File: config.mk
export PLATFORM = sky130hd
export DESIGN_NAME = top_k_frequency_tracker_top
export DESIGN_NICKNAME = d
export VERILOG_FILES = /design/src/rtl/core/tkft_pkg.sv /design/src/rtl/core/top_k_frequency_tracker_top.sv /design/src/rtl/core/tkft_datapath.sv /design/src/rtl/core/tkft_ctrl.sv
export VERILOG_INCLUDE_DIRS = /design/src /design/src/rtl/core
export SDC_FILE = /design/constraint.sdc
export NUM_CORES = 2
export LEC_CHECK = 0
export ABC_CLOCK_PERIOD_IN_PS = 10400
export BUFFER_PORTS_ARGS = -buffer_cell sky130_fd_sc_hd__buf_2
export CAP_MARGIN = 0
export CORE_MARGIN = 3
export CORE_UTILIZATION = 60
export CTS_BUF_LIST = sky130_fd_sc_hd__clkbuf_4 sky130_fd_sc_hd__clkbuf_8 sky130_fd_sc_hd__clkbuf_16
export CTS_CLUSTER_SIZE = 10
export DETAILED_ROUTE_END_ITERATION = 16
export HOLD_SLACK_MARGIN = 0.15
export PLACE_DENSITY = 0.75
export SYNTH_ARGS = -nofsm -noshare
export SYNTH_HDL_FRONTEND = slang
export SYNTH_SLANG_ARGS = --single-unit
File: constraint.sdc
create_clock -name clk -period 10.4 [get_ports clk]
set_input_delay 2.6 -clock clk [delete_from_list [all_inputs] [get_ports clk]]
set_output_delay 2.6 -clock clk [all_outputs]
set_load 0.02 [all_outputs]
File: src/rtl/core/assert_macros.svh
// Assertion helpers shared by the RTL.
`ifndef ASSERT_MACROS_SVH
`define ASSERT_MACROS_SVH

// Condition must hold at every clock edge out of reset.
`define ASSERT_ALWAYS(label, clk, rst_n, expr, msg) \
    label: assert property (@(posedge clk) disable iff (!rst_n) (expr)) \
        else $error(msg);

// Consequent must hold in the same cycle as the antecedent.
`define ASSERT_IMPLIES(label, clk, rst_n, ante, cons, msg) \
    label: assert property (@(posedge clk) disable iff (!rst_n) (ante) |-> (cons)) \
        else $error(msg);

// Consequent must hold in the cycle after the antecedent.
`define ASSERT_NEXT(label, clk, rst_n, ante, cons, msg) \
    label: assert property (@(posedge clk) disable iff (!rst_n) (ante) |=> (cons)) \
        else $error(msg);

`endif

File: src/rtl/core/tkft_pkg.sv
`default_nettype none

package tkft_pkg;

    // Field widths
    localparam int CFG_W = 5;
    localparam int KEY_W = 32;
    localparam int VIS_W = 32;

    localparam logic [CFG_W-1:0] MAX_ENTRIES_RESET = 5'd10;

    // Item kinds
    typedef enum logic [1:0] {
        KIND_ADD    = 2'd0,
        KIND_REMOVE = 2'd1,
        KIND_CLEAR  = 2'd2,
        KIND_DUMP   = 2'd3
    } kind_t;

    // Controller to datapath commands
    typedef struct packed {
        logic latch;       // capture item operands
        logic drop;        // delete the cell matching the item key
        logic clear;       // empty the list
        logic insert;      // sorted insert of the latched pair
        logic resp;        // load the single-result item
        logic dump_start;  // reset the rotation counter
        logic rotate;      // rotate the cell ring by one
        logic emit;        // load cell 0 as a dumped entry
    } cmd_t;

    // Datapath to controller status
    typedef struct packed {
        logic empty;     // list holds no entry
        logic out_free;  // output register can take an item this cycle
        logic rot_emit;  // current rotation step carries a valid entry
        logic rot_last;  // current rotation step carries the final entry
        logic rot_done;  // current rotation step is the last of the ring
    } status_t;

endpackage

`default_nettype wire

File: src/rtl/core/top_k_frequency_tracker_top.sv
// Top-k frequency tracker: keeps up to max_entries (key, visits) pairs
// sorted by count in a chain of CAPACITY register cells.
// Input channel (in_valid / in_stall, kind, key, visits): an item is taken
// when in_valid is high and in_stall low. kind selects add, remove, clear
// or dump. Output channel (out_valid / out_stall): one result per item,
// or one per stored entry for a dump of a non-empty list, highest count
// first, with last set on the final one.
// Config: cfg_wr_en / cfg_wr_data write max_entries; write only while idle.
// Steps: remove or clear, then the result load; add does key compare
// and close-up, then sorted compare and insert, then the result load.
// A dump walks the whole cell ring once, one cell per cycle unless
// out_stall holds an entry step; an empty-list dump loads one result.
// Each step is one compare across all cells plus a one-cell shift.
// One item is in work at a time; in_stall is high until its results are
// loaded in the output register, which then holds while out_stall is high.
// A stalled dump pauses the ring rotation without losing place.
// Reset empties the list, drops any pending result and sets max_entries
// to 10; cell contents are not cleared.
`default_nettype none

module top_k_frequency_tracker_top #(
    parameter int CAPACITY = 16
) (
    input  wire logic                       clk,
    input  wire logic                       rst_n,
    input  wire logic                       cfg_wr_en,
    input  wire logic [tkft_pkg::CFG_W-1:0] cfg_wr_data,
    input  wire logic                       in_valid,
    output logic                            in_stall,
    input  wire logic [1:0]                 kind,
    input  wire logic [tkft_pkg::KEY_W-1:0] key,
    input  wire logic [tkft_pkg::VIS_W-1:0] visits,
    output logic                            out_valid,
    input  wire logic                       out_stall,
    output logic                            nonempty,
    output logic                            entry_valid,
    output logic [tkft_pkg::KEY_W-1:0]      entry_key,
    output logic [tkft_pkg::VIS_W-1:0]      entry_visits,
    output logic                            last
);

    tkft_pkg::cmd_t    cmd;
    tkft_pkg::status_t status;

    tkft_ctrl u_ctrl (
        .clk      (clk),
        .rst_n    (rst_n),
        .in_valid (in_valid),
        .in_stall (in_stall),
        .kind     (kind),
        .status   (status),
        .cmd      (cmd)
    );

    tkft_datapath #(
        .CAPACITY (CAPACITY)
    ) u_datapath (
        .clk          (clk),
        .rst_n        (rst_n),
        .cmd          (cmd),
        .status       (status),
        .cfg_wr_en    (cfg_wr_en),
        .cfg_wr_data  (cfg_wr_data),
        .in_key       (key),
        .in_visits    (visits),
        .out_valid    (out_valid),
        .out_stall    (out_stall),
        .nonempty     (nonempty),
        .entry_valid  (entry_valid),
        .entry_key    (entry_key),
        .entry_visits (entry_visits),
        .last         (last)
    );

endmodule

`default_nettype wire

File: src/rtl/core/tkft_datapath.sv
`default_nettype none

`include "assert_macros.svh"

module tkft_datapath #(
    parameter int CAPACITY = 16
) (
    input  wire logic                         clk,
    input  wire logic                         rst_n,
    input  wire tkft_pkg::cmd_t               cmd,
    output tkft_pkg::status_t                 status,
    input  wire logic                         cfg_wr_en,
    input  wire logic [tkft_pkg::CFG_W-1:0]   cfg_wr_data,
    input  wire logic [tkft_pkg::KEY_W-1:0]   in_key,
    input  wire logic [tkft_pkg::VIS_W-1:0]   in_visits,
    output logic                              out_valid,
    input  wire logic                         out_stall,
    output logic                              nonempty,
    output logic                              entry_valid,
    output logic [tkft_pkg::KEY_W-1:0]        entry_key,
    output logic [tkft_pkg::VIS_W-1:0]        entry_visits,
    output logic                              last
);

    localparam int OCC_W = $clog2(CAPACITY + 1);
    localparam int CMP_W = (OCC_W > tkft_pkg::CFG_W) ? OCC_W : tkft_pkg::CFG_W;
    localparam logic [OCC_W-1:0] CAP_OCC  = OCC_W'(CAPACITY);
    localparam logic [OCC_W-1:0] LAST_IDX = OCC_W'(CAPACITY - 1);
    localparam logic [CMP_W-1:0] CAP_CMP  = CMP_W'(CAPACITY);

    // Cell chain: cell 0 holds the highest count, cell occ-1 the lowest
    logic [tkft_pkg::KEY_W-1:0] cell_key_reg  [CAPACITY];
    logic [tkft_pkg::KEY_W-1:0] cell_key_next [CAPACITY];
    logic [tkft_pkg::VIS_W-1:0] cell_vis_reg  [CAPACITY];
    logic [tkft_pkg::VIS_W-1:0] cell_vis_next [CAPACITY];

    logic [OCC_W-1:0]           occ_reg, occ_next;
    logic [OCC_W-1:0]           cnt_reg, cnt_next;
    logic [tkft_pkg::CFG_W-1:0] max_entries_reg;
    logic [tkft_pkg::KEY_W-1:0] op_key_reg;
    logic [tkft_pkg::VIS_W-1:0] op_visits_reg;

    logic                       out_valid_reg;
    logic                       nonempty_reg;
    logic                       entry_valid_reg;
    logic [tkft_pkg::KEY_W-1:0] entry_key_reg;
    logic [tkft_pkg::VIS_W-1:0] entry_visits_reg;
    logic                       last_reg;

    logic [CAPACITY-1:0] valid_vec;
    logic [CAPACITY-1:0] valid_eff;
    logic [CAPACITY-1:0] match;
    logic [CAPACITY-1:0] shift_up;
    logic [CAPACITY-1:0] ge_raw;
    logic [CAPACITY-1:0] ge;
    logic                hit;
    logic                lt_any;
    logic                full;
    logic                drop_least;
    logic                do_ins;
    logic [OCC_W-1:0]    occ_eff;
    logic [OCC_W-1:0]    occ_dec;
    logic [CMP_W-1:0]    me_ext;
    logic [CMP_W-1:0]    lim;
    logic                out_free;

    // Limit is max_entries clamped to the capacity
    always_comb
    begin
        me_ext = CMP_W'(max_entries_reg);
        lim    = (me_ext > CAP_CMP) ? CAP_CMP : me_ext;
        full   = CMP_W'(occ_reg) >= lim;
    end

    // Replace the least-visited entry only on a strictly greater count
    assign hit        = |match;
    assign lt_any     = |(valid_vec & ~ge_raw);
    assign drop_least = full && (occ_reg != '0);
    assign do_ins     = !full || drop_least && lt_any;
    assign occ_eff    = occ_reg - OCC_W'(drop_least);
    assign occ_dec    = occ_reg - OCC_W'(1);

    // Per-cell compare and shift control
    for (genvar g = 0; g < CAPACITY; g++) begin : g_cell
        localparam int UP = (g == CAPACITY - 1) ? 0 : g + 1;
        localparam int DN = (g == 0) ? 0 : g - 1;
        localparam logic [CAPACITY-1:0] LOW_MASK = {CAPACITY{1'b1}} >> (CAPACITY - 1 - g);

        assign valid_vec[g] = OCC_W'(g) < occ_reg;
        assign valid_eff[g] = OCC_W'(g) < occ_eff;
        assign match[g]     = valid_vec[g] && (cell_key_reg[g] == in_key);
        assign shift_up[g]  = |(match & LOW_MASK);
        assign ge_raw[g]    = cell_vis_reg[g] >= op_visits_reg;
        assign ge[g]        = valid_eff[g] && ge_raw[g];

        always_comb
        begin
            cell_key_next[g] = cell_key_reg[g];
            cell_vis_next[g] = cell_vis_reg[g];
            if (cmd.rotate || (cmd.drop && shift_up[g]))
            begin
                // close the gap, or rotate the ring during a dump
                cell_key_next[g] = cell_key_reg[UP];
                cell_vis_next[g] = cell_vis_reg[UP];
            end
            else if (cmd.insert && do_ins && !ge[g])
            begin
                if ((g == 0) || ge[DN])
                begin
                    cell_key_next[g] = op_key_reg;
                    cell_vis_next[g] = op_visits_reg;
                end
                else
                begin
                    cell_key_next[g] = cell_key_reg[DN];
                    cell_vis_next[g] = cell_vis_reg[DN];
                end
            end
        end
    end

    // Occupancy and rotation counter
    always_comb
    begin
        occ_next = occ_reg;
        if (cmd.clear)
            occ_next = '0;
        else if (cmd.drop)
            occ_next = occ_reg - OCC_W'(hit);
        else if (cmd.insert && do_ins)
            occ_next = occ_eff + OCC_W'(1);

        cnt_next = cnt_reg;
        if (cmd.dump_start)
            cnt_next = '0;
        else if (cmd.rotate)
            cnt_next = cnt_reg + OCC_W'(1);
    end

    always_ff @(posedge clk or negedge rst_n)
    begin
        if (!rst_n)
        begin
            occ_reg         <= '0;
            cnt_reg         <= '0;
            max_entries_reg <= tkft_pkg::MAX_ENTRIES_RESET;
            out_valid_reg   <= 1'b0;
        end
        else
        begin
            occ_reg <= occ_next;
            cnt_reg <= cnt_next;
            if (cfg_wr_en)
                max_entries_reg <= cfg_wr_data;
            if (cmd.resp || cmd.emit)
                out_valid_reg <= 1'b1;
            else if (!out_stall)
                out_valid_reg <= 1'b0;
        end
    end

    // Cells and operands carry no reset
    always_ff @(posedge clk)
    begin
        cell_key_reg <= cell_key_next;
        cell_vis_reg <= cell_vis_next;
        if (cmd.latch)
        begin
            op_key_reg    <= in_key;
            op_visits_reg <= in_visits;
        end
    end

    // Output register
    always_ff @(posedge clk)
    begin
        if (cmd.resp)
        begin
            nonempty_reg     <= occ_reg != '0;
            entry_valid_reg  <= 1'b0;
            entry_key_reg    <= '0;
            entry_visits_reg <= '0;
            last_reg         <= 1'b1;
        end
        else if (cmd.emit)
        begin
            nonempty_reg     <= 1'b1;
            entry_valid_reg  <= 1'b1;
            entry_key_reg    <= cell_key_reg[0];
            entry_visits_reg <= cell_vis_reg[0];
            last_reg         <= status.rot_last;
        end
    end

    assign out_free = !out_valid_reg || !out_stall;

    // Status to the controller
    assign status.empty    = occ_reg == '0;
    assign status.out_free = out_free;
    assign status.rot_emit = cnt_reg < occ_reg;
    assign status.rot_last = (cnt_reg + OCC_W'(1)) == occ_reg;
    assign status.rot_done = cnt_reg == LAST_IDX;

    assign out_valid    = out_valid_reg;
    assign nonempty     = nonempty_reg;
    assign entry_valid  = entry_valid_reg;
    assign entry_key    = entry_key_reg;
    assign entry_visits = entry_visits_reg;
    assign last         = last_reg;

    // Checks
    `ASSERT_ALWAYS(a_occ_bound, clk, rst_n, occ_reg <= CAP_OCC, "occupancy above capacity")
    `ASSERT_IMPLIES(a_key_unique, clk, rst_n, cmd.drop, $onehot0(match), "key held twice")
    `ASSERT_IMPLIES(a_emit_ok, clk, rst_n, cmd.emit, out_free && status.rot_emit, "bad emit")
    `ASSERT_NEXT(a_drop_cnt, clk, rst_n, cmd.drop && hit, occ_reg == $past(occ_dec), "drop miscount")

endmodule

`default_nettype wire

File: src/rtl/core/tkft_ctrl.sv
`default_nettype none

module tkft_ctrl (
    input  wire logic        clk,
    input  wire logic        rst_n,
    input  wire logic        in_valid,
    output logic             in_stall,
    input  wire logic [1:0]  kind,
    input  wire tkft_pkg::status_t status,
    output tkft_pkg::cmd_t   cmd
);

    typedef enum logic [3:0] {
        S_IDLE = 4'b0001,
        S_INS  = 4'b0010,
        S_RESP = 4'b0100,
        S_DUMP = 4'b1000
    } state_t;

    state_t          state_reg, state_next;
    tkft_pkg::kind_t kind_dec;
    logic            accept;

    assign kind_dec = tkft_pkg::kind_t'(kind);
    assign in_stall = state_reg != S_IDLE;
    assign accept   = in_valid && (state_reg == S_IDLE);

    // Sequencer
    always_comb
    begin
        cmd        = '0;
        state_next = state_reg;
        case (state_reg)
            S_IDLE:
            begin
                if (accept)
                begin
                    cmd.latch = 1'b1;
                    case (kind_dec)
                        tkft_pkg::KIND_ADD:
                        begin
                            cmd.drop   = 1'b1;
                            state_next = S_INS;
                        end
                        tkft_pkg::KIND_REMOVE:
                        begin
                            cmd.drop   = 1'b1;
                            state_next = S_RESP;
                        end
                        tkft_pkg::KIND_CLEAR:
                        begin
                            cmd.clear  = 1'b1;
                            state_next = S_RESP;
                        end
                        tkft_pkg::KIND_DUMP:
                        begin
                            if (status.empty)
                                state_next = S_RESP;
                            else
                            begin
                                cmd.dump_start = 1'b1;
                                state_next     = S_DUMP;
                            end
                        end
                        default:
                            state_next = S_RESP;
                    endcase
                end
            end
            S_INS:
            begin
                cmd.insert = 1'b1;
                state_next = S_RESP;
            end
            S_RESP:
            begin
                if (status.out_free)
                begin
                    cmd.resp   = 1'b1;
                    state_next = S_IDLE;
                end
            end
            S_DUMP:
            begin
                // one ring step per cycle; entry steps wait for the output
                if (!status.rot_emit)
                begin
                    cmd.rotate = 1'b1;
                    if (status.rot_done)
                        state_next = S_IDLE;
                end
                else if (status.out_free)
                begin
                    cmd.rotate = 1'b1;
                    cmd.emit   = 1'b1;
                    if (status.rot_done)
                        state_next = S_IDLE;
                end
            end
            default:
                state_next = S_IDLE;
        endcase
    end

    always_ff @(posedge clk or negedge rst_n)
    begin
        if (!rst_n)
            state_reg <= S_IDLE;
        else
            state_reg <= state_next;
    end

endmodule

`default_nettype wire
* After elaboration in Yosys (flattened, before gate mapping) *
Index checks and enable logic that the tools add are counted.

cells by class
  divide/modulo/power cells = 0
  reductions and logical operators = 147
  multipliers = 0
  equal/unequal tests = 30
  shift-type cells = 0
  muxes and demuxes = 127
  bitwise logic cells = 2
  add/subtract/negate cells = 4
  magnitude comparators = 51

operator list
  operator                                            number
  2-to-1 mux 32 bit                                   94
  equality test 32 bit                                16
  greater-or-equal comparator 32 bit                  16
  < comparator 4 x 5 -> 1 bit (first input constant)  16
  logical AND 1 bit                                   68
  < comparator 3 x 5 -> 1 bit (first input constant)  8
  nonzero test 2 bit                                  18
  OR reduction 16 bit                                 2
  2-to-1 mux 5 bit                                    6
  2-to-1 mux 4 bit                                    6
  < comparator 1 x 5 -> 1 bit (first input constant)  4
  < comparator 2 x 5 -> 1 bit (first input constant)  4
  zero test 1 bit                                     19
  logical OR 1 bit                                    19
  AND 16 bit                                          1
  inverter 16 bit                                     1
  one-hot mux 4 bit (4 select lines)                  1
  2-to-1 mux 1 bit                                    15
  OR reduction 15 bit                                 1
  OR reduction 14 bit                                 1
  OR reduction 13 bit                                 1
  one-hot mux 4 bit (3 select lines)                  1
  OR reduction 12 bit                                 1
  OR reduction 11 bit                                 1
  other kinds (32)                                    41

word-level totals
  word-level logic and storage cells = 405
  bits in writable memories = 0
  latch bits = 0
  output and inout bits = 69
  bits in registers = 1175
  bits of input ports = 76
  memories = 0
  memory bits (read-only) = 0

* Logic depth before layout (Yosys ltp) *
  depth in word-level cells = 11
  gate-level depth with buffers = 22
  mapped depth without buffers = 19

* By module *
From an unflattened synthesis, not the netlist that was laid out.

unflattened totals
  cells, all modules = 6999
  area total of the unflattened synthesis = 75880.3 um2

by module, submodules not included
  module         sequential area each (um2)  cells each  times used  area each (um2)
  tkft_datapath  34425.5                     6960        1           75512.4
  tkft_ctrl      101.3                       39          1           367.9

* Least setup slack after synthesis *
No wires, ideal clock.

  kind = input-to-reg
  from = in in_valid
  to = reg u_datapath.cell_key_reg[448] (netlist name) (enable)
  data required time = 9.979 ns
  path slack = 1.548 ns
  data arrival time = 8.431 ns
  cell stages on the path = 7
  path buffers = 2
  library setup time = 0.421 ns
  cells stage by stage = inv_1 nor2_1 o21ai_0 o21ai_0 clkbuf_1 clkbuf_1 a21o_1

between the ends
  cells in the longest elaborated chain, start to end = 6

ends and longest elaborated chain
  what                                 line                               source
  from (decl)                          top_k_frequency_tracker_top.sv:28  input wire logic in_valid,
  logical AND 1 bit                    tkft_ctrl.sv:26                    assign accept = in_valid && (state_reg == S_IDLE);
  2-to-1 mux 3 bit                     tkft_ctrl.sv:36                    if (accept)
  2-to-1 mux 3 bit                     tkft_ctrl.sv:33                    case (state_reg)
  logical AND 1 bit                    tkft_datapath.sv:100               if (cmd.rotate || (cmd.drop && shift_up[g]))
  logical OR 1 bit                     tkft_datapath.sv:100
  nonzero test 2 bit (no source line)  --
  to (signal assigned)                 tkft_datapath.sv:165               cell_key_reg <= cell_key_next;
  to (decl)                            tkft_datapath.sv:32                logic [tkft_pkg::KEY_W-1:0] cell_key_reg [CAPACITY];

No other way between the ends.
A chain may end at the register's enable or synchronous reset.

* Worst setup path after layout *
  from = in key[13] (netlist name)
  to = reg u_datapath.cell_key_reg[195] (netlist name) (enable)

between the ends
  cells in the longest elaborated chain, start to end = 6
  elaborated cells between the ends (all ways) = 24
  those cells by class = eq/ne: 10; reduce/logical: 14

ends and longest elaborated chain
  what                                     line                               source
  from (decl)                              top_k_frequency_tracker_top.sv:31  input wire logic [tkft_pkg::KEY_W-1:0] key,
  equality test 32 bit                     tkft_datapath.sv:91                assign match[g] = valid_vec[g] && (cell_key_reg[g] == in_key);
  logical AND 1 bit                        tkft_datapath.sv:91
  OR reduction 10 bit (*)                  tkft_datapath.sv:92                assign shift_up[g] = |(match & LOW_MASK);
  logical AND 1 bit (*)                    tkft_datapath.sv:100
  logical OR 1 bit (*)                     tkft_datapath.sv:100
  nonzero test 2 bit (no source line) (*)  --

Every way passes the cells marked *; elsewhere a longest branch is shown, timed or not.

==> impl_metrics.tcl <==
set metrics [dict create \
    fin_nets 7850 \
    synthDistinctLibCells 73 \
    worstHoldPathCells 2 \
    antenna_found_initial 13 \
    cts.path.max_buffers 3 \
    crit_type "input port to flop" \
    cts_tree "built" \
    core_area_sq_um 122000 \
    dp_hpwl_mm 224 \
    synth_area_leaders "edfxtp_1 44%, mux2i_1 10%, ha_1 9.0%" \
    fin_crit_sh_pct 75.2 \
    fin_crit_ps 7820 \
    synth-main-ff-cell "edfxtp_1" \
    finalClockSkew_ps 31.1 \
    leakagePower_nw 30.1 \
    synthSimpleGateAreaFrac_pct 11.2 \
    postRouteAntennaNets 0 \
    peakVddDrop_mv 0.267 \
    rsz0062_at_grt "no" \
    ios 145 \
    die_width_microns 358 \
    yosysMostFrequentCell "a21oi_1" \
    vias 63900 \
    chipHeight_microns 358 \
    critical_path_required_ps 10830 \
    yosysWarnings 0 \
    r2r_cells 16 \
    grt_max_degree 129 \
    syn_avg_cell_area_sq_um 10.1 \
    finalSetupTns_ps 0 \
    whs_ps 451 \
    synthCells 7320 \
    synth-adder-area-share_pct 8.98 \
    syn_nets 7929 \
    path_clk_slew_ps 60 \
    crit_fanout 67 \
    area_delta_synth_final_pct 9.05 \
    grt_pass1_wl_mm 441 \
    grt_pass1_vias 59300 \
    status "finished, final reports clean" \
    clk_latency_ps 810 \
    num_rows 128 \
    synth_edf_count 1089 \
    setup_viol 0 \
    ff2ff_setup_slack_ps 2900 \
    place_congestion 1.09 \
    clockRootBuffer "clkbuf_16" \
    report.final.hold_viol_count 0 \
    avgRoutedWirePerCell_microns 35.7 \
    async_flop_share_pct 1.70 \
    drc 0 \
    hold_end "u_datapath.entry_visits[26]" \
    cts-hold-fix-buffers 0 \
    post_cts.repair.setup_buffers 0 \
    dieArea_sq_um 128000 \
    fin_cells 8976 \
    yosysTopAreaCell "edfxtp_1" \
    reg2reg_to "u_datapath.cell_key_reg[195]" \
    synth_top_area_share_pct 44.1 \
    start_util_pct 60.7 \
    multiInputGateArea_sq_um 37800 \
    post_route_cells_drive_above_1_share_pct 9.04 \
    fin_ws_ps 2580 \
    tightest_slew_ps 1390 \
    power_density_nw_per_um2 243 \
    synth_area_sq_um 74200 \
    synth_compound_area_share_pct 12.5 \
    yosys.area_share.xor_xnor_pct 6.18 \
    numCtsBuffers 141 \
    drv_cap 0 \
    overflow 0 \
    dp_cells 8723 \
    cp-end-kind "flop" \
    slew_headroom_pct 6.60 \
    fillCellCount 9539 \
    worstPathArrival_ps 8250 \
    cts-resized-gates 0 \
    synth_mux_area_share_pct 11.5 \
    io_buffers 144 \
    seq_area_sq_um 34500 \
    via_per_inst 7.12 \
    ys_seq_elements 1175 \
    min-delay-start "u_datapath.entry_visits[26]" \
    grt_usage_pct 48.9 \
    place_ws_ps 2130 \
    wl_mm 320 \
    htree_num_levels 4 \
    report.final.slew_viol_count 0 \
    ys_seq_area_share_pct 46.5 \
    firstDrtPassIters 8 \
    worstSetupStartpointType "input port" \
    synth_top_family_by_area "compound AO/OA/AOI/OAI gates" \
    hold_path.class "flop to flop" \
    fmax_mhz 128 \
    drt_iter0_markers 10700 \
    cts_sinks 1175 \
    synthTopCellsByCount "1279 x a21oi_1, 1127 x nor2_1, 1089 x edfxtp_1, 775 x mux2i_1, 533 x ha_1" \
    r2r_start "u_datapath.op_visits_reg[11]" \
]
[report_power, final]
group | internal (W) | switching, W
registers | 0.00616 | 0.000758
logic | 0.00283 | 0.00498
clock network | 0.00280 | 0.00213
[how the worst max path moves through the flow]
stage	depth (start not counted)	slack [ps]	endpoint	start
finish	12	2580	u_datapath.cell_key_reg[195]	key[13]
global route	12	2710	u_datapath.cell_key_reg[195]	key[13]
CTS	12	2950	u_datapath.cell_key_reg[195]	key[13]
detailed placement	12	2130	u_datapath.cell_vis_reg[217]	key[13]
global placement	12	2120	u_datapath.cell_vis_reg[218]	key[13]
floorplan	7	1550	u_datapath.cell_key_reg[448]	in_valid
[layout by cell type (no fill, tap or decap), types with 69 or more instances in the layout]
cell type  count
a21o_1        82
a21oi_1     1270
buf_2        144
buf_4        139
clkbuf_16    141
clkbuf_4      74
edfxtp_1    1089
ha_1         533
inv_1         69
mux2i_1      775
nand2_1      391
nand4_1      176
nor2_1      1121
o21ai_0      216
xnor2_1      350
xor2_1       174
[kinds of logic (layout without fill, tap and decap cells)]
kind of cell | after synthesis | after routing
AOI/OAI and AO/OA | 1724 | 1724
xor gates and xnor gates | 524 | 524
adders and majority gates | 533 | 533
buffers and inverters | 578 | 607
DFF | 1175 | 1175
muxes | 842 | 842
other | 0 | 2
and+or+nand+nor | 1944 | 1944
[cell type report]
type | instances | area share [%]
antenna | 2 | 0.00618
clock buffer | 223 | 5.18
clock inverter | 28 | 0.419
inverter | 72 | 0.334
multi-input combinational | 5567 | 46.7
sequential | 1175 | 42.7
tap | 1625 | 2.51
timing repair buffer | 284 | 2.20
[worst max-delay path: stages]
cell and delay [ps]:
buf_2 670, xor2_1 140, nor4_1 620, nand2_1 150, nor3_1 1100, nand4b_1 400
nor3_1 80, nor2_1 300, nor2_4 110, o21a_4 410, nand2_4 940, buf_4 550
[routing by layer]
layer / wire [microns] / GRT usage (%)
met1: 112000 / 61.5
met2: 135000 / 71.9
met3: 43900 / 14.6
met4: 29200 / 35.2
met5: 330 / 0.453
[stage by stage]
stage,instance area [sq um],power [W],util [%]
floorplan,74200,0.0118,-
global placement,76400,0.0142,62.4
detailed placement,76400,0.0144,62.4
CTS,80900,0.0193,66.2
global route,80900,0.0202,66.2
finish,80900,0.0197,66.2
Power figures use the tool's default switching activity.
